## src/hdl/abtmf_pkg.sv

```systemverilog
// ----------------------------------------------------------------------------
// abtmf_pkg
// shared widths, trim window constants and sequencer states for the
// adc burst trimmed-mean filter
// ----------------------------------------------------------------------------
package abtmf_pkg;

   // fixed field widths of the channel words
   localparam int CHAN_W        = 4;
   localparam int SAMPLE_W      = 12;
   localparam int VALUE_W       = 12;
   localparam int SAMPLE_FIELDS = 10;

   // sorted positions kept by the trim: TRIM_FIRST up to TRIM_END - 1
   localparam int TRIM_FIRST = 3;
   localparam int TRIM_END   = 8;
   localparam int TRIM_COUNT = TRIM_END - TRIM_FIRST;

   typedef enum logic [2:0] {
      ST_IDLE,
      ST_RANK,
      ST_SUM,
      ST_TRIM_DIV,
      ST_RING,
      ST_AVG_DIV,
      ST_OUT
   } abtmf_state_type;

endpackage

```

## src/hdl/abtmf_rank_lane.sv

```systemverilog
// ----------------------------------------------------------------------------
// abtmf_rank_lane
// one lane: ranks its own sample against the burst and flags it when the
// rank falls inside the trim window
// ----------------------------------------------------------------------------
module abtmf_rank_lane import abtmf_pkg::*; #(
   parameter int LANES    = 10,
   parameter int LANE_IDX = 0,
   parameter int DW       = 12
) (
   input  logic [LANES-1:0][DW-1:0] burst,
   output logic                     keep
);

   localparam int RW = $clog2(LANES + 1);

   logic [LANES-1:0] below;
   logic [RW-1:0]    rank;

   // equal samples rank by lane order, as a stable sort places them
   always_comb begin
      for (int j = 0; j < LANES; j++) begin
         if (j == LANE_IDX) begin
            below[j] = 1'b0;
         end else if (j < LANE_IDX) begin
            below[j] = (burst[j] <= burst[LANE_IDX]);
         end else begin
            below[j] = (burst[j] < burst[LANE_IDX]);
         end
      end
      rank = RW'($countones(below));
      keep = (int'(rank) >= TRIM_FIRST) && (int'(rank) < TRIM_END);
   end

endmodule

```

## config.mk

```make
export PLATFORM = sky130hd
export DESIGN_NAME = abtmf_rank_lane
export DESIGN_NICKNAME = d
export VERILOG_FILES = /design/src/hdl/abtmf_pkg.sv /design/src/hdl/abtmf_rank_lane.sv
export SDC_FILE = /design/constraint.sdc
export NUM_CORES = 1
export LEC_CHECK = 0
export BUFFER_PORTS_ARGS = -buffer_cell sky130_fd_sc_hd__buf_2
export CORE_ASPECT_RATIO = 1.25
export CORE_MARGIN = 4
export CORE_UTILIZATION = 35
export DETAILED_ROUTE_END_ITERATION = 10
export PLACE_DENSITY = 0.78
export SYNTH_ARGS = -nofsm -noshare
export SYNTH_HDL_FRONTEND = slang
export SYNTH_SLANG_ARGS = --single-unit
```

## constraint.sdc

```tcl
create_clock -name vclk -period 3.63
set_clock_uncertainty 0.15 [all_clocks]
set_input_delay 0 -clock vclk [all_inputs]
set_output_delay 0 -clock vclk [all_outputs]
set_load 0.01 [all_outputs]
```

Word level (Yosys, flattened, before mapping). Cells that the tools add are included.

Reductions and logical operators: 1. $add $sub $neg: 8. Magnitude comparators: 11.

Operator list (number): $lt 12x12->1 (9); $add 1x1->2 (4); $add 3x3->4 (1); $add 4x2->4 (1); $ge 4x2->1 const B (1); $lt 4x4->1 const B (1); $add 1x2->3 (1); $add 2x2->3 (1); $logic_and 1x1->1 (1).

Logic and storage cells: 20. Input port bits: 120. Register bits: 0. Output and inout port bits: 1.

Depth between registers and ports, before layout.
Depth after elaboration: 7. Mapped depth: 15. Gate-level depth less buffers: 15.

Worst setup path before layout. No wires, ideal clock.

Path kind: input port to output port. From: in burst[9] in the netlist's numbering. To: out keep. Stages: 14. Buffers on the path: 0. Slack: -501 ps. Data required time: 3480 ps. Arrival time: 3981 ps. Path through: inv_1 -> ha_1 -> a21o_1 -> a211o_1 -> a211oi_1 -> nor3_1 -> fa_1 -> fa_1 -> fa_1 -> fa_1 -> fa_1 -> nor2_1 -> o21ai_0 -> a21oi_1.

Word-level cells in the longest chain between the ends: 7. Elaborated cells on any way between the ends: 20. Those cells by class: add/sub (8); order compare (11); reduce/logical (1).

RTL lines: start: declaration (line abtmf_rank_lane.sv:11) `input logic [LANES-1:0][DW-1:0] burst,`; $lt 12x12->1 (line abtmf_rank_lane.sv:28) `below[j] = (burst[j] < burst[LANE_IDX]);`; $add 1x1->2 (implied by the code) (line abtmf_rank_lane.sv:31) `rank = RW'($countones(below));`; $add 1x2->3 (implied by the code) / $add 2x2->3 (equally long branches) (line abtmf_rank_lane.sv:31); $add 3x3->4 (implied by the code) (line abtmf_rank_lane.sv:31); $add 4x2->4 (implied by the code) * (line abtmf_rank_lane.sv:31); $ge 4x2->1 / $lt 4x4->1 (equally long branches) (line abtmf_rank_lane.sv:32) `keep = (int'(rank) >= TRIM_FIRST) && (int'(rank) < TRIM_END);`; $logic_and 1x1->1 * (line abtmf_rank_lane.sv:32); end: declaration (line abtmf_rank_lane.sv:12) `output logic keep`.

Every way passes the cells marked *; elsewhere a longest branch is shown, timed or not.

Final worst setup path. Same ends and word-level chain as after synthesis.

==> results.json <==
{
  "status": "complete, but fails checks",
  "violations": "setup timing",
  "ir_worst_vdd_mv": 0.1588,
  "slew_violations": 0,
  "layout.cells.non_filler": 493,
  "layout_common_cells": "120 x buf_2, 98 x ha_1, 18 x inv_1, 18 x o21ai_0",
  "crit_slowest_cell": "fa_1",
  "clkPwrFrac_pct": 0,
  "grt_overflow_total": 0,
  "io_buffers": 121,
  "post-cts-setup-buffer-count": 0,
  "p_sw_w": 0.0002722,
  "area_delta_synth_final_pct": 39.09,
  "vias": 2525,
  "period_minus_slack_ns": 4.119,
  "synth_seq_area_share_pct": 0,
  "p_int_w": 0.0002600,
  "final_core_util_pct": 51.27,
  "wl_microns": 7372,
  "drc": 0,
  "clock_buffers": 0,
  "critPathArrivalTime_ns": 3.97,
  "setup_viol": 1,
  "antenna_left": 0,
  "hold_path.class": "input port to primary output",
  "cp_top_family": "adder cells",
  "place_hpwl_microns": 6848,
  "rows": 32,
  "fin_nets": 636,
  "path_max_fanout": 6,
  "fin_ws_ns": -0.4888,
  "yosys_warnings": 0,
  "start_util_pct": 36.86,
  "first_pass_iters": 4,
  "yosys.area.top_type": "ha_1",
  "crit_chain": "buf_6, clkinvlp_4, buf_4, ha_1, a21o_1, a211o_1, a211oi_2, nor3_1, fa_1, fa_1, fa_2, fa_1, nor2_2, o21ai_1, a21oi_2, buf_2",
  "num_antenna_cells": 0,
  "final_common_cell": "buf_2",
  "die_area_sq_mm": 0.007994,
  "ios": 121,
  "wl_per_cell_microns": 14.95,
  "grt_max_degree": 7,
  "dp_cells": 493,
  "synth_fp_nets": 498,
  "cpMostUsedCell": "fa_1",
  "gp_congestion": 0.8651,
  "nFlopsAndLatches": 0,
  "n_fill_cell": 629,
  "synthesis.area_sq_mm": 0.002317,
  "holdWs_ns": 0.8751,
  "core_sq_mm": 0.006286,
  "synth.avg_cell_area_sq_um": 8.519,
  "drv_cap": 0,
  "pwr-share-seq_pct": 0,
  "grt_pass1_wl_microns": 11770,
  "synth.distinct_cells": 19,
  "relSlewSlack_pct": 70.71,
  "antenna_found_initial": 0,
  "power.density_mw_per_mm2": 165.1,
  "cp_slowest_stage_delay_ns": 0.58,
  "die_w_microns": 80.78,
  "crit_required_ns": 3.48,
  "end_kind": "primary output",
  "seq_area_sq_um": 0,
  "crit_path_start_kind": "input port",
  "vias_per_cell": 5.122,
  "swShare_pct": 51.15,
  "clock.fmax_mhz": 242.8,
  "worstMarginPinSlew_ns": 0.4360,
  "synth.top_cell.area_share_pct": 54.54,
  "grt_pass1_vias": 2696,
  "track_usage_pct": 18.29,
  "p_comb_share_pct": 100.0,
  "synthTopCellsByArea": "ha_1 55%, fa_1 4.3%, a21o_1 4.2%, o21ai_0 4.1%, a211oi_1 3.6%",
  "pre_cts_ws_ns": -0.5863,
  "drt_iter0_drc": 60,
  "rsz0062_at_grt": "yes",
  "leakagePower_nw": 1.797,
  "post-route-period-util_pct": 113.5,
  "finalHoldViolations": 0,
  "dieHeight_microns": 98.97,
  "postCtsHoldBufs": 0,
  "path_buf_inv": 4,
  "path_class": "input port to primary output",
  "drive_gt1_share_pct": 37.99,
  "synth_cells": 272
}
-- layer usage --
| metal | global-route usage (%) | wire length [microns] | up-vias |
|---|---|---|---|
| met5 | 0 | 0 | - |
| li1 | - | - | 1332 |
| met1 | 20.09 | 2790 | 1108 |
| met3 | 1.737 | 370 | 18 |
| met4 | 4.291 | 203 | 0 |
| met2 | 36.35 | 4008 | 67 |
-- worst paths after layout --
kind | startpoint | end | slack (ns) | cells past startpoint
max | burst[9] | keep | -0.49 | 16
min | burst[47] | keep | 0.88 | 8
-- layout make-up --
cell class / instances / area, sq um / share of cell area, %
inverter: 20 / 78.83 / 2.446
timing repair buffer: 136 / 724.4 / 22.48
multi-input combinational: 252 / 2313 / 71.78
tap: 85 / 106.4 / 3.300
-- power groups by stage --
stage / clock network [W] / registers (W) / logic [W]
6_report: 0 / 0 / 0.000532
5_1_grt: 0 / 0 / 0.000612
4_1_cts: 0 / 0 / 0.000532
3_5_place_dp: 0 / 0 / 0.000506
3_3_place_gp: 0 / 0 / 0.000473
2_1_floorplan: 0 / 0 / 0.000322
-- cells by family after synthesis --
logic type / synth area share [%]
fa+ha+maj: 58.86
simple gates: 11.12
compound gates: 26.78
buf+inv: 3.240
-- synthesized netlist by cell type --
master and count:
nor3_1 10, a211oi_2 6, ha_1 101, a31oi_1 5, inv_1 20, nor3b_1 6, o21ai_1 9, nand2b_1 4
a211oi_1 11, fa_1 5, a211o_1 5, a21oi_1 16, a21o_1 13, o21bai_1 4, o21ai_0 19, nand2_1 14
nor2_1 16, nand4_1 4, a221o_1 4
-- stage by stage --
step / area [sq um] / power (W) / TNS, ns
after floorplan: 2365 / 0.0003222 / -0.2083
final: 3223 / 0.0005322 / -0.4888
after global routing: 3223 / 0.0006117 / -0.6096
after detailed placement: 3189 / 0.0005061 / -0.5863
after global placement: 3189 / 0.0004735 / -0.4796
after CTS: 3218 / 0.0005321 / -0.4614
-- tightest hold or removal path, cell delays in order --
cell and delay, ns:
buf_2 0.09, ha_1 0.13, a221o_1 0.19, fa_2 0.22, nor2_2 0.05, o21ai_1 0.15
a21oi_2 0.06, buf_2 0.13
-- timing repair --
item | 4_1_cts | 5_1_grt
pin swaps | 1 | 0
gates cloned | 0 | 0
gates resized for setup | 7 | 1
endpoints found under the setup margin | 1 | 1
No activity file was read; power rests on OpenSTA's default activity.
