--- src/hdl/abtmf_pkg.sv ---
// ----------------------------------------------------------------------------
// abtmf_pkg
// shared widths, trim window constants and sequencer states for the
// adc burst trimmed-mean filter
// ----------------------------------------------------------------------------
package abtmf_pkg;

   // fixed field widths of the channel words
   localparam int CHAN_W        = 4;
   localparam int SAMPLE_W      = 12;
   localparam int VALUE_W       = 12;
   localparam int SAMPLE_FIELDS = 10;

   // sorted positions kept by the trim: TRIM_FIRST up to TRIM_END - 1
   localparam int TRIM_FIRST = 3;
   localparam int TRIM_END   = 8;
   localparam int TRIM_COUNT = TRIM_END - TRIM_FIRST;

   typedef enum logic [2:0] {
      ST_IDLE,
      ST_RANK,
      ST_SUM,
      ST_TRIM_DIV,
      ST_RING,
      ST_AVG_DIV,
      ST_OUT
   } abtmf_state_type;

endpackage

--- src/hdl/abtmf_const_div.sv ---
// ----------------------------------------------------------------------------
// abtmf_const_div
// floor division by a fixed divisor: registered reciprocal product, then
// a shift
// ----------------------------------------------------------------------------
module abtmf_const_div import abtmf_pkg::*; #(
   parameter int DIVISOR = 5,
   parameter int IN_W    = 15,
   parameter int OUT_W   = 12
) (
   input  logic             clock,
   input  logic [IN_W-1:0]  in_value,
   output logic [OUT_W-1:0] quotient
);

   localparam int   L_BITS  = $clog2(DIVISOR);
   localparam int   SHIFT   = IN_W + L_BITS;
   localparam int   M_W     = IN_W + 1;
   localparam int   PROD_W  = IN_W + M_W;
   // exact for every IN_W-bit dividend
   localparam logic [M_W-1:0] RECIP = M_W'(((64'd1 << SHIFT) / DIVISOR) + 64'd1);

   logic [PROD_W-1:0] prod_in;
   logic [PROD_W-1:0] prod_ff;

   assign prod_in  = PROD_W'(in_value) * PROD_W'(RECIP);
   assign quotient = OUT_W'(prod_ff >> SHIFT);

   always_ff @(posedge clock) begin
      prod_ff <= prod_in;
   end

endmodule

--- config.mk ---
export PLATFORM = sky130hd
export DESIGN_NAME = abtmf_const_div
export DESIGN_NICKNAME = d
export VERILOG_FILES = /design/src/hdl/abtmf_pkg.sv /design/src/hdl/abtmf_const_div.sv
export SDC_FILE = /design/constraint.sdc
export NUM_CORES = 1
export LEC_CHECK = 0
export ABC_AREA = 1
export BUFFER_PORTS_ARGS = -buffer_cell sky130_fd_sc_hd__buf_4
export CORE_AREA = 2 2 67 132
export DETAILED_ROUTE_END_ITERATION = 12
export DIE_AREA = 0 0 69 134
export PLACE_DENSITY = 0.68
export SYNTH_ARGS = -nofsm -noshare
export SYNTH_HDL_FRONTEND = slang
export SYNTH_SLANG_ARGS = --single-unit
--- constraint.sdc ---
create_clock -name clock -period 6.6 [get_ports clock]
set_input_delay 0.66 -clock clock [delete_from_list [all_inputs] [get_ports clock]]
set_output_delay 0.66 -clock clock [all_outputs]
set_load 0.02 [all_outputs]
Yosys cells after proc, flatten, opt, wreduce, memory -nomap -nowiden
Cells that the tools add are included.
{ "totals": {"reg_bits": 30, "latch_bits": 0, "ram_bits": 0, "mem_bits_ro": 0, "wordCells": 2, "mem_count": 0} }
{ "classes": {"addsub": 0, "mul": 1, "div": 0, "n_lt_le_gt_ge": 0, "n_eq_ne": 0, "n_shift": 0, "mux": 0, "bitwise_logic": 0, "n_reduce_logical": 0} }
{ "ops": {"columns": ["cell", "n"], "rows": [
  ["$mul A15 B16 Y30 const B", 1]
]} }

Longest topological paths before layout
{ "depth": {"depth_word": 1, "mapped_depth": 23, "depth_no_buf": 23} }

Worst setup path before layout
Ideal clock, no wire load.
{ "synth_timing": {"path_type": "input-to-reg", "from": "input port in_value[13]", "to": "register prod_ff[28]", "t_arrival_ns": 4.704, "t_required_ns": 6.488, "slack_ns": 1.783, "path_stages": 21, "path_cell_list": "inv_1 ha_1 inv_1 ha_1 a21oi_1 inv_1 fa_1 fa_1 fa_1 fa_1 ha_1 nand2_1 inv_1 nand2_2 inv_1 nand2_1 nand3_1 a21oi_1 nand2_1 nand2_1 nand2_1"} }
{ "synth_between": {"elab_chain_cells": 1} }
{ "synth_rtl": {"columns": ["element", "line_no", "source"], "rows": [
  ["start, declared", "abtmf_const_div.sv:12", "input logic [IN_W-1:0] in_value,"],
  ["$mul A15 B16 Y30", "abtmf_const_div.sv:26", "assign prod_in = PROD_W'(in_value) * PROD_W'(RECIP);"],
  ["named net prod_in[28]", "abtmf_const_div.sv:23", "logic [PROD_W-1:0] prod_in;"],
  ["end signal, assigned", "abtmf_const_div.sv:30", "prod_ff <= prod_in;"],
  ["end, declared", "abtmf_const_div.sv:24", "logic [PROD_W-1:0] prod_ff;"]
]} }
The timed path passes the listed nets, and every way through them passes these cells.

Worst setup path in the final report
{ "layout_timing": {"from": "input port in_value[13]", "to": "register prod_ff[27]"} }
Same word-level chain as after synthesis.

==> impl_metrics.py <==
metrics = {
    "timing": {
        "fin_tns_setup_ns": 0,
        "fin_crit_sh_pct": 76.52,
        "slew_headroom_pct": 71.83,
        "rsz0062_at_grt": "no",
        "period_needed_ns": 5.050,
        "final-hold-violation-count": 0,
        "fmax_ghz": 0.1980,
        "finalSetupViolCount": 0,
        "worstMarginPinSlew_ns": 0.4182,
        "drv_slew": 0,
    },
    "clocking": {
        "cts_hold_buf": 0,
        "cts_setup_buffers": 0,
        "ctsLongestPathBuffers": 2,
        "cts_tree": "built",
        "cts_resized": 0,
        "cts_made_buffers": 3,
        "htree_levels": 1,
        "cts.sinks": 12,
        "cts_root_buf": "clkbuf_16",
        "clk_pin_slew_worst_paths_ns": 0.05,
    },
    "finish": {
        "utilization_pct": 58.69,
        "area_growth_pct": 9.374,
        "top_regs": "prod_ff (12)",
        "fin_nets": 775,
        "largest-register": "prod_ff",
        "fill_cells": 784,
        "postLayoutCellArea_sq_um": 4832,
        "diodes": 0,
        "largest_reg_flops": 12,
        "drive_above_1_share_pct": 7.912,
    },
    "placed_design": {
        "globalplace.congestion": 0.9392,
        "io_buffers": 27,
        "dpl.hpwl_um": 9919,
        "post_dp_cell_area_sq_um": 4743,
    },
    "floorplanning": {
        "fp.coreArea_sq_um": 8233,
        "num_rows": 47,
        "die_w_um": 69,
        "start_util_pct": 53.66,
        "ioPinCount": 28,
        "dieHeight_um": 134,
        "dieArea_sq_um": 9246,
    },
    "hold_path": {
        "whs_path_depth": 6,
        "worst_hold_startpoint": "in_value[2]",
        "hold_class": "in -> reg",
        "hold_end": "prod_ff[22]$_DFF_P_",
    },
    "drt": {
        "first_pass_iters": 4,
        "routed_wl_um": 10630,
        "vias_per_cell": 5.241,
        "route.vias.total": 3627,
        "antenna_left": 0,
        "drt-wirelength-per-cell_um": 15.36,
        "drt_iter0_markers": 82,
        "drc": 0,
    },
    "synth": {
        "synthFlopType": "dfxtp_1",
        "ys_ff_latch": 12,
        "async_flop_share_pct": 0,
        "synth.distinct_cells": 26,
        "synth_cells": 563,
        "yosys.area.top_type": "ha_1",
        "yosysMostFrequentCell": "inv_1",
        "ys_seq_area_share_pct": 5.438,
        "yosys-top-cells-area": "ha_1 (31%), fa_1 (24%), inv_1 (11%), nand2_1 (9.8%), dfxtp_1 (5.4%)",
        "syn_avg_cell_area_sq_um": 7.847,
        "synthTopCellsByCount": "inv_1 (131), nand2_1 (115), ha_1 (111)",
        "synth_edf_count": 0,
        "syn-cell-area_sq_um": 4418,
        "yosysTopAreaCellShare_pct": 31.44,
        "yosysWarningCount": 0,
        "synth_nets": 743,
    },
    "global_routing": {
        "grt_max_degree": 8,
        "grt-ovfl-total": 0,
        "grt_pass1_vias": 4026,
        "antenna_found_initial": 0,
        "grt_first_pass_wirelength_um": 18190,
        "groute.usage.overall_pct": 24.91,
    },
    "worst_setup_path": {
        "critPathMaxFanout": 4,
        "endpoint_kind": "flop",
        "cp.required_ns": 6.74,
        "crit_type": "in -> reg",
        "start_kind": "input pin",
        "cp.arrival_ns": 5.19,
    },
    "job": {
        "max-cap-violations": 0,
    },
    "status": {
        "status": "complete, no violations",
    },
}
## layer usage
metal,routed length [um],vias up,GRT usage (%),part of all wire [%]
met3,165,26,1.503,1.6
li1,-,1823,-,-
met2,6311,61,51.39,59
met1,3616,1717,24.12,34
met4,532,0,11.55,5.0
met5,0,-,0,0
## worst max path at each step
stage                             from                  end  slack [ns]
final                     in_value[13]  prod_ff[27]$_DFF_P_        1.55
after global routing      in_value[13]  prod_ff[27]$_DFF_P_        1.23
after CTS                 in_value[13]  prod_ff[27]$_DFF_P_        1.57
after detailed placement  in_value[13]  prod_ff[23]$_DFF_P_        1.32
after global placement    in_value[13]  prod_ff[27]$_DFF_P_        1.39
after floorplan           in_value[13]  prod_ff[28]$_DFF_P_        1.78
## critical path: stages
cell      delay [ns]
buf_4           0.10
inv_1           0.04
ha_1            0.26
inv_1           0.04
ha_1            0.33
a21oi_1         0.26
inv_1           0.10
fa_1            0.54
fa_1            0.54
fa_1            0.52
fa_1            0.44
ha_1            0.36
a21oi_1         0.28
o21ai_0         0.25
o21bai_1        0.25
nand3_1         0.11
nand2_1         0.06
nand2_1         0.04
## stage by stage
step	hold slack (ns)	std cells	setup WS (ns)
floorplan	0.9988	563	1.783
global placement	1.072	688	1.391
detailed placement	1.071	688	1.319
CTS	1.078	692	1.567
global route	1.171	692	1.231
finish	1.064	692	1.550
## final cells by class
| class | count | area (sq um) | share of cell area (%) |
|---|---|---|---|
| clock buffer | 4 | 88.84 | 1.838 |
| inverter | 133 | 499.2 | 10.33 |
| sequential | 12 | 240.2 | 4.972 |
| tap | 98 | 122.6 | 2.538 |
| timing repair buffer | 27 | 202.7 | 4.195 |
| multi-input combinational | 418 | 3679 | 76.13 |
## kinds of logic (layout without fill, tap and decap cells)
family	Yosys count	in the layout	share of synthesized area (%)
AO/OA/AOI/OAI	45	45	5.834
buffers and inverters	133	164	11.30
AND/OR/NAND/NOR	193	193	18.80
XOR/XNOR	16	16	3.172
flip-flops	12	12	5.438
adder cells (fa/ha/maj)	164	164	55.45
## placed cells by master (no fill, tap or decap)
cell         n
dfxtp_1     12
o21bai_1     8
o21ai_0      6
nor3_2       2
o21a_1       1
clkinv_1     1
inv_1      131
nor4_1       1
a21oi_1     23
nand2_1    115
nor3_1       2
inv_2        1
nor4_2       1
a21o_1       4
xor2_1       8
nand2_2      5
clkbuf_16    3
nor2_2       4
nor2_4       1
ha_1       111
buf_4       27
fa_1        53
o21ai_1      3
nand4_1      9
nor2_1      33
nand3_1     18
xnor2_1      8
clkbuf_8     1
or2_2        2
Power is not shown: default switching activity piles up to over one toggle a cycle in this logic, so the estimate is an artifact.
