## src/hdl/abtmf_pkg.sv

```systemverilog
// ----------------------------------------------------------------------------
// abtmf_pkg
// shared widths, trim window constants and sequencer states for the
// adc burst trimmed-mean filter
// ----------------------------------------------------------------------------
package abtmf_pkg;

   // fixed field widths of the channel words
   localparam int CHAN_W        = 4;
   localparam int SAMPLE_W      = 12;
   localparam int VALUE_W       = 12;
   localparam int SAMPLE_FIELDS = 10;

   // sorted positions kept by the trim: TRIM_FIRST up to TRIM_END - 1
   localparam int TRIM_FIRST = 3;
   localparam int TRIM_END   = 8;
   localparam int TRIM_COUNT = TRIM_END - TRIM_FIRST;

   typedef enum logic [2:0] {
      ST_IDLE,
      ST_RANK,
      ST_SUM,
      ST_TRIM_DIV,
      ST_RING,
      ST_AVG_DIV,
      ST_OUT
   } abtmf_state_type;

endpackage

```

## src/hdl/abtmf_trim_merge.sv

```systemverilog
// ----------------------------------------------------------------------------
// abtmf_trim_merge
// merging stage: adds up the samples the lanes kept, registered
// ----------------------------------------------------------------------------
module abtmf_trim_merge import abtmf_pkg::*; #(
   parameter int LANES = 10,
   parameter int DW    = 12,
   parameter int SUM_W = 15
) (
   input  logic                     clock,
   input  logic [LANES-1:0]         keep,
   input  logic [LANES-1:0][DW-1:0] burst,
   output logic [SUM_W-1:0]         sum_ff
);

   logic [SUM_W-1:0] sum_in;

   always_comb begin
      sum_in = '0;
      for (int i = 0; i < LANES; i++) begin
         if (keep[i]) begin
            sum_in = sum_in + SUM_W'(burst[i]);
         end
      end
   end

   always_ff @(posedge clock) begin
      sum_ff <= sum_in;
   end

endmodule

```

## config.mk

```make
export PLATFORM = sky130hd
export DESIGN_NAME = abtmf_trim_merge
export DESIGN_NICKNAME = d
export VERILOG_FILES = /design/src/hdl/abtmf_pkg.sv /design/src/hdl/abtmf_trim_merge.sv
export SDC_FILE = /design/constraint.sdc
export NUM_CORES = 1
export LEC_CHECK = 0
export BUFFER_PORTS_ARGS = -buffer_cell sky130_fd_sc_hd__buf_2
export CAP_MARGIN = 20
export CORE_ASPECT_RATIO = 0.5
export CORE_MARGIN = 3
export CORE_UTILIZATION = 63
export DETAILED_ROUTE_END_ITERATION = 8
export GPL_ROUTABILITY_DRIVEN = 1
export GPL_TIMING_DRIVEN = 0
export PLACE_DENSITY = 0.9
export SYNTH_ARGS = -nofsm -noshare
export SYNTH_HDL_FRONTEND = slang
export SYNTH_SLANG_ARGS = --single-unit
```

## constraint.sdc

```tcl
create_clock -name clock -period 19.9 [get_ports clock]
set_clock_uncertainty 0.05 [all_clocks]
set_input_delay 0.995 -clock clock [delete_from_list [all_inputs] [get_ports clock]]
set_output_delay 0.995 -clock clock [all_outputs]
set_load 0.02 [all_outputs]
```

# ---- Word level (Yosys, flattened, before mapping)
# Cells that the tools add are included.
dict set report word_totals {
  ff_bits 15
  latch_bits 0
  mem_bits_rw 0
  romBits 0
  wordCells 20
  n_memories 0
}
dict set report classes {
  add_sub_neg 9
  mul 0
  n_div 0
  n_lt_le_gt_ge 0
  n_eq_ne 0
  n_shift 0
  mux 10
  n_bitwise 0
  reduce_logical 0
}
# cell n
set op_table {}
lappend op_table {{$add A15 B12 Y15} 9}
lappend op_table {{$mux W15} 9}
lappend op_table {{$mux W12} 1}

# ---- Logic depth before layout (Yosys ltp)
# Gate-level depths: netlist of run 1.
dict set report logic_depth {
  ltp_word 19
  depth_mapped 64
  ltp_nobuf 62
}

# ---- Worst setup path after synthesis of run 1
# No wires, ideal clock.
dict set report synth_path {
  path_type {input-to-reg}
  start {in keep[0]}
  end {reg sum_ff[14]}
  setup_ps 121
  arrival_time_ps 10832
  t_required_ps 19729
  path_slack_ps 8897
  stages 57
  n_path_buf 1
  path_cell_list {buf_2 > and2_1 > ha_1 > fa_1 > maj3_2 > nand3_2 > nand3_1 > and3b_1 > xnor2_1 > ha_1 > o21a_1 > o31a_1 > a211oi_1 > a21o_1 > ha_1 > o21a_1 > o31ai_1 > a21boi_0 > (+21 left out) > ha_1 > nor2b_1 > a41oi_1 > o21ai_0 > nor2_1 > xnor2_1 > nand2_1 > o21ai_1 > ha_1 > xnor2_1 > nand2_1 > o311ai_2 > ha_1 > o21ai_0 > a21oi_1 > nor4b_4 > mux2i_1 > xnor2_1}
}
dict set report synth_via {
  elab_chain_cells 19
}
# item line
set synth_rtl {}
lappend synth_rtl {{start, declared} abtmf_trim_merge.sv:11} ;# input logic [LANES-1:0] keep,
lappend synth_rtl {{$mux W12 (*)} abtmf_trim_merge.sv:21} ;# if (keep[i]) begin
lappend synth_rtl {{$add A15 B12 Y15} abtmf_trim_merge.sv:22} ;# sum_in = sum_in + SUM_W'(burst[i]);
lappend synth_rtl {{$mux W15 (*)} abtmf_trim_merge.sv:21}
lappend synth_rtl {{$add A15 B12 Y15} abtmf_trim_merge.sv:22}
lappend synth_rtl {{$mux W15 (*)} abtmf_trim_merge.sv:21}
lappend synth_rtl {{$add A15 B12 Y15} abtmf_trim_merge.sv:22}
lappend synth_rtl {{$mux W15 (*)} abtmf_trim_merge.sv:21}
lappend synth_rtl {{$add A15 B12 Y15} abtmf_trim_merge.sv:22}
lappend synth_rtl {{(+4 left out)} --}
lappend synth_rtl {{$mux W15 (*)} abtmf_trim_merge.sv:21}
lappend synth_rtl {{$add A15 B12 Y15} abtmf_trim_merge.sv:22}
lappend synth_rtl {{$mux W15 (*)} abtmf_trim_merge.sv:21}
lappend synth_rtl {{$add A15 B12 Y15} abtmf_trim_merge.sv:22}
lappend synth_rtl {{$mux W15 (*)} abtmf_trim_merge.sv:21}
lappend synth_rtl {{$add A15 B12 Y15} abtmf_trim_merge.sv:22}
lappend synth_rtl {{$mux W15 (*)} abtmf_trim_merge.sv:21}
lappend synth_rtl {{named net sum_in[14]} abtmf_trim_merge.sv:16} ;# logic [SUM_W-1:0] sum_in;
lappend synth_rtl {{end signal, assigned} abtmf_trim_merge.sv:28} ;# sum_ff <= sum_in;
lappend synth_rtl {{end, declared} abtmf_trim_merge.sv:13} ;# output logic [SUM_W-1:0] sum_ff
# The timed path passes the listed nets; every way through them passes the cells marked *.

# ---- Worst setup path after layout of run 1
# Same ends and word-level chain as after synthesis.

==> out/qor.yml, run 1 <==
grt_setup_unrepaired: "false"
syn_inst: 951
dr.max_layer_used: "met5"
globalplace.congestion: 0.921
dpl.hpwl_um: 15700
largest_reg_flops: 15
ys_ff_latch: 15
max_slew_margin_pct: 51.5
drv_slew: 0
synth_area_um2: 6990
synth_top_area_share_pct: 19.3
crit_cells: 60
dieWidth_um: 155
drt_first_pass_iters: 5
regArea_um2: 300
worstHoldPathType: "primary input to flip-flop"
syn_to_final_growth_pct: 13.6
hold_viol_final: 0
core_area_um2: 10500
top_regs: "sum_ff: 15 flops"
start_util_pct: 66.5
htree_num_levels: 1
crit_family: "compound AO/OA/AOI/OAI gates"
cp_max_fo: 10
io_pins: 146
synth-edff-count: 0
io_buffers: 139
crit_path_frequent_cell: "ha_1"
routedWlPerCell_um: 15.2
slowest_stage: "ha_1"
cp-endpoint: "sum_ff[14]"
end_kind: "flip-flop"
avgSynthCellArea_um2: 7.35
netlist_top_cells_area: "ha_1, xnor2_1, a21oi_1"
yosysSeqAreaShare_pct: 4.30
numCtsBuffers: 3
drt-met1-wl_um: 8300
maxCapViolations: 0
synth_largest_area_cell: "ha_1"
dp.cells: 1230
regMostFlops: "sum_ff"
min_period_over_period_pct: 61.4
critPathLaunchType: "primary input"
met2_length_um: 8900
finalPower_uw: 1370
async_flop_share_pct: 0
worst_pin_slew_ns: 0.718
grt_pass1_vias: 7207
ys.flop_type: "dfxtp_1"
cts_buffer_depth: 2
antenna_left: 0
vias: 7536
drive_gt1_share_pct: 18.6
peakVddDrop_mv: 0.229
drt_iter0_markers: 349
cts_sinks: 15
synth.distinct_cells: 84
wl_met3_um: 1260
holdBufCountCts: 0
cp_slowest_stage_delay_ns: 0.39
dieHeight_um: 80.5
drc: 0
cts_tree: "built"
ctsResizeCount: 0
antenna_found_initial: 1
status: "completed"
wirelength_um: 18700
final.setup.tns_ns: 0
fmax_mhz: 81.8
final_core_util_pct: 75.5
leakagePower_uw: 0.00375
cp-startpoint: "keep[0]"
multiInputGateArea_um2: 6350
grt_usage_pct: 28.9
num-fill-cells: 822
die_area_um2: 12500
num_antenna_cells: 0
grt_max_degree: 11
worst-path-buf-inv: 3
yosys_warnings: 0
cts-root-buf: "clkbuf_16"
worst-endpoint-required_ns: 19.99
synth_fp_nets: 1199
whs_ns: 1.05
cp.arrival_ns: 12.32
rows: 26
grt.overflow.total: 0
clk_pin_slew_ns: 0.05
cts_setup_buffers: 0
grt_pass1_wl_um: 30800
vias_per_cell: 6.11
crit_type: "primary input to flip-flop"
nNetsFinal: 1343
period_minus_slack_ns: 12.23
power_density_nw_per_um2: 173
stdcell_count: 1234
setup_viol: 0
[tightest hold or removal path, delay by kind of cell]
kind / cells / cell delay [ns]
fa+ha+maj: 1 / 0.11
buf+inv: 1 / 0.08
mux: 1 / 0.13
[power breakdown]
| part | internal (uW) | switching, uW | total [uW] |
|---|---|---|---|
| logic | 571 | 706 | 1280 |
| clock network | 27.2 | 14.1 | 41.3 |
| registers | 50.7 | 3.73 | 54.4 |
[cells by family (layout without fill, tap and decap cells)]
group	count (synthesis)	after routing	synth area share [%]
AO/OA/AOI/OAI	319	319	30.8
AND/OR/NAND/NOR	277	277	19.1
adder cells (fa/ha/maj)	118	118	22.1
XOR/XNOR	87	87	11.3
buffers and inverters	86	229	4.82
multiplexers	49	49	7.65
flip-flops	15	15	4.30
[metrics by stage]
step	worst slack, ns	cell area, um2
global placement	7.97	7860
global route	6.76	7940
CTS	7.80	7940
floorplan	8.90	6990
finish	7.67	7940
detailed placement	7.61	7860
[area by class of cell]
type / instances / share of cell area, %
clock buffers: 4 / 0.993
multi-input cells: 850 / 80.0
inverters: 63 / 2.98
repair buffers: 139 / 8.76
flip-flops and latches: 15 / 3.78
plain buffers: 23 / 1.26
well taps: 140 / 2.21
[routing by layer]
| metal | global-route usage (%) | up-vias |
|---|---|---|
| li1 | - | 3779 |
| met1 | 34.8 | 3451 |
| met2 | 55.7 | 265 |
| met3 | 3.34 | 39 |
| met4 | 5.90 | 2 |
| met5 | 0 | - |
[worst min-delay path by stage]
stage | start | end | cells past startpoint
6_report | burst[108] | sum_ff[0] | 3
5_1_grt | burst[108] | sum_ff[0] | 3
4_1_cts | burst[108] | sum_ff[0] | 3
3_5_place_dp | burst[108] | sum_ff[0] | 3
3_3_place_gp | burst[108] | sum_ff[0] | 3
2_1_floorplan | burst[108] | sum_ff[0] | 2
[cells in the final DEF (no fill, tap or decap), drive strengths merged, types with 27 or more instances in the layout]
master    n
inv      62
ha      108
o21ai    72
o21a     27
mux2     35
xnor2    59
nand2    84
xor2     27
buf     145
nor2     71
a21o     30
a21oi    81
[cells in the mapped netlist (all sizes together) (5+ instances only)]
cell	n
nor2	71
fa	9
o22ai	6
and2	14
o31a	5
mux2	35
xnor2	59
nand2	84
o21bai	11
a211oi	22
or3	7
ha	108
nand2b	10
buf	6
a21oi	81
o21a	27
clkbuf	17
xor2	27
dfxtp	15
nor2b	20
inv	62
a31oi	10
nor3	26
o21ai	72
mux2i	14
nand3	22
a21o	30
Note: power is estimated with default switching activity, not from simulation.
==> inputs of run 2 (changes only) <==
--- a/config.mk
+++ b/config.mk
@@ -9,11 +9,11 @@
 export CAP_MARGIN = 20
 export CORE_ASPECT_RATIO = 0.5
 export CORE_MARGIN = 3
-export CORE_UTILIZATION = 63
+export CORE_UTILIZATION = 52
 export DETAILED_ROUTE_END_ITERATION = 8
 export GPL_ROUTABILITY_DRIVEN = 1
 export GPL_TIMING_DRIVEN = 0
-export PLACE_DENSITY = 0.9
+export PLACE_DENSITY = 0.79
 export SYNTH_ARGS = -nofsm -noshare
 export SYNTH_HDL_FRONTEND = slang
 export SYNTH_SLANG_ARGS = --single-unit
==> constraint.sdc (replaced) <==
create_clock -name clock -period 9.85 [get_ports clock]
set_clock_uncertainty 0.05 [all_clocks]
set_input_delay 0.4925 -clock clock [delete_from_list [all_inputs] [get_ports clock]]
set_output_delay 0.4925 -clock clock [all_outputs]
set_load 0.02 [all_outputs]
==> run 2 against run 1 <==
Against the previous run:
- clock-buffer cell count is the same
- the run now ends with setup timing left
- clock power grew 98%
- via count grew 3.1%
- largest power group unchanged
- final cell count grew 7.1%
- critical path type unchanged
- sequential share of layout area shrank 0.55 points
- flip-flop and latch count is the same
- die area grew 20%
==> out/qor.yml, run 2 (same netlist as run 1, synthesis figures left out) <==
grt_setup_unrepaired: "true"
cp_slowest_stage_delay_ns: 0.42  # +0.03 ns
grt.overflow.total: 0  # unchanged
dieWidth_um: 170  # +9.7%
vias: 7767  # +3.1%
switchingPower_uw: 1700  # +130%
grt_usage_pct: 26.0  # -3.0 points
io_buffers: 139  # unchanged
setup_viol: 5  # +5
drc: 0  # unchanged
num_antenna_cells: 0  # unchanged
p_seq_share_pct: 3.2  # -0.8 points
final_core_util_pct: 72.2  # -3.4 points
syn_to_final_growth_pct: 33.1
mostFrequentLayoutCells: "buf_2, nand2_1, ha_1"
vias_per_cell: 5.88  # -3.8%
fmax_mhz: 95.1
drt_iter0_markers: 351  # +0.57%
cts-root-buf: "clkbuf_16"
drv_slew: 0  # unchanged
min_from: "burst[108]"
min_path_cells: 3  # unchanged
drive_gt1_share_pct: 32.6  # +14 points
hold_viol_final: 0  # unchanged
place_ws_ns: -1.33  # -8.94 ns
final_common_cell: "buf_2"
leakagePower_uw: 0.00418  # +12%
regMostFlops: "sum_ff"
die_area_um2: 14900  # +20%
grt_max_degree: 11  # unchanged
holdPathEnd: "sum_ff[0]"
final_area_um2: 9300  # +17%
wirelength_um: 21100  # +12%
worst-endpoint-required_ns: 9.94  # -10.05 ns
globalplace.congestion: 0.939  # +2.0%
cp.arrival_ns: 10.60  # -1.72 ns
routedWlPerCell_um: 15.9  # +5.0%
crit_type: "primary input to flip-flop"
worst_slack_ns: -0.665  # -8.34 ns
top_regs: "sum_ff: 15 flops"
clock_power_share_pct: 2.4  # -0.6 points
grt_pass1_wl_um: 32800  # +6.6%
maxCapViolations: 0  # unchanged
cp_max_fo: 5  # -5
failed_checks: "setup timing"
crit_path_frequent_cell: "ha_4"
slowest_stage: "fa_2"
antenna_left: 0  # unchanged
rows: 29  # +12%
grtUsageMet1_pct: 31.8  # -3.0 points
worstHoldPathType: "primary input to flip-flop"
grt_pass1_vias: 7502  # +4.1%
nNetsFinal: 1401  # +4.3%
grt_util_met3_pct: 2.43  # -0.90 points
met2_usage_pct: 50.7  # -5.1 points
power_density_nw_per_um2: 368  # +110%
core_area_um2: 12900  # +23%
period_minus_slack_ns: 10.51
peakVddDrop_mv: 0.401  # +75%
critPathLaunchType: "primary input"
crit_family: "adder cells"
worst-path-buf-inv: 3  # unchanged
min_period_over_period_pct: 107
max_slew_margin_pct: 38.5  # -13 points
cts_buffer_depth: 2  # unchanged
end_kind: "flip-flop"
switching_share_pct: 49.6  # -3.2 points
antenna_found_initial: 3  # +2
worst_pin_slew_ns: 0.900  # +0.182 ns
largest_reg_flops: 15  # unchanged
dieHeight_um: 88.0  # +9.3%
cts_sinks: 15  # unchanged
intPower_uw: 1720  # +170%
holdBufCountCts: 0  # unchanged
drt_first_pass_iters: 5  # unchanged
numCtsBuffers: 3  # unchanged
clk_pin_slew_ns: 0.05  # about the same
dpl.hpwl_um: 15800  # +0.70%
cts_tree: "built"
grt.busiest_layer: "met2"
htree_num_levels: 1  # unchanged
place_area_um2: 8080  # +2.9%
pwr-share-comb_pct: 94.4  # +1.4 points
io_pins: 146  # unchanged
start_util_pct: 54.2  # -12 points
whs_ns: 0.549  # -0.502 ns
status: "finished with violations"
## run 2: how the worst max path moves through the flow
stage                        from          to  slack [ns]  cells past startpoint
final                     keep[0]  sum_ff[14]       -0.66                     58
after global routing      keep[0]  sum_ff[14]       -1.08                     59
after CTS                 keep[0]  sum_ff[14]       -0.33                     57
after detailed placement  keep[0]  sum_ff[14]       -1.33                     54
after global placement    keep[0]  sum_ff[14]       -1.14                     56
after floorplan           keep[0]  sum_ff[14]       -0.26                     57
## run 2: power groups by stage
stage	sequential, uW	combinational [uW]	clock [uW]
2_1_floorplan	151	2100	0
3_3_place_gp	110	2490	0
3_5_place_dp	110	2580	0
4_1_cts	110	2940	82.5
5_1_grt	113	3550	85.7
6_report	110	3230	81.7
## run 2: worst min-delay path, cell delays in order
cell    delay [ns]
buf_2         0.08
ha_1          0.11
mux2_2        0.13
## run 2: per-layer routing
layer  part of all wire [%]  up-vias
met5                   0.16        -
met4                    1.5        6
met3                    5.8       37
met2                     48      231
met1                     44     3596
li1                       -     3897
## run 2: final cells by class
type / instances / area (um2)
inverters: 63 / 239
multi-input cells: 850 / 7200
clock buffers: 4 / 78.8
plain buffers: 23 / 125
fillers: 1022 / 3580
flip-flops and latches: 15 / 300
well taps: 170 / 213
repair buffers: 197 / 1140
## run 2: stage by stage
stage          cells  power [uW]  TNS, ns
2_1_floorplan    951        2250   -0.588
3_3_place_gp    1260        2600    -5.28
3_5_place_dp    1260        2690    -6.85
4_1_cts         1306        3130    -1.04
5_1_grt         1322        3750    -5.15
6_report        1322        3420    -2.66
## run 2: timing repair
action	CTS	global route
gates resized for setup	75	61
buffers inserted	42	16
hold endpoints to repair	0	0
pin swaps	49	52
cloned	0	0
setup endpoints to repair	7	9
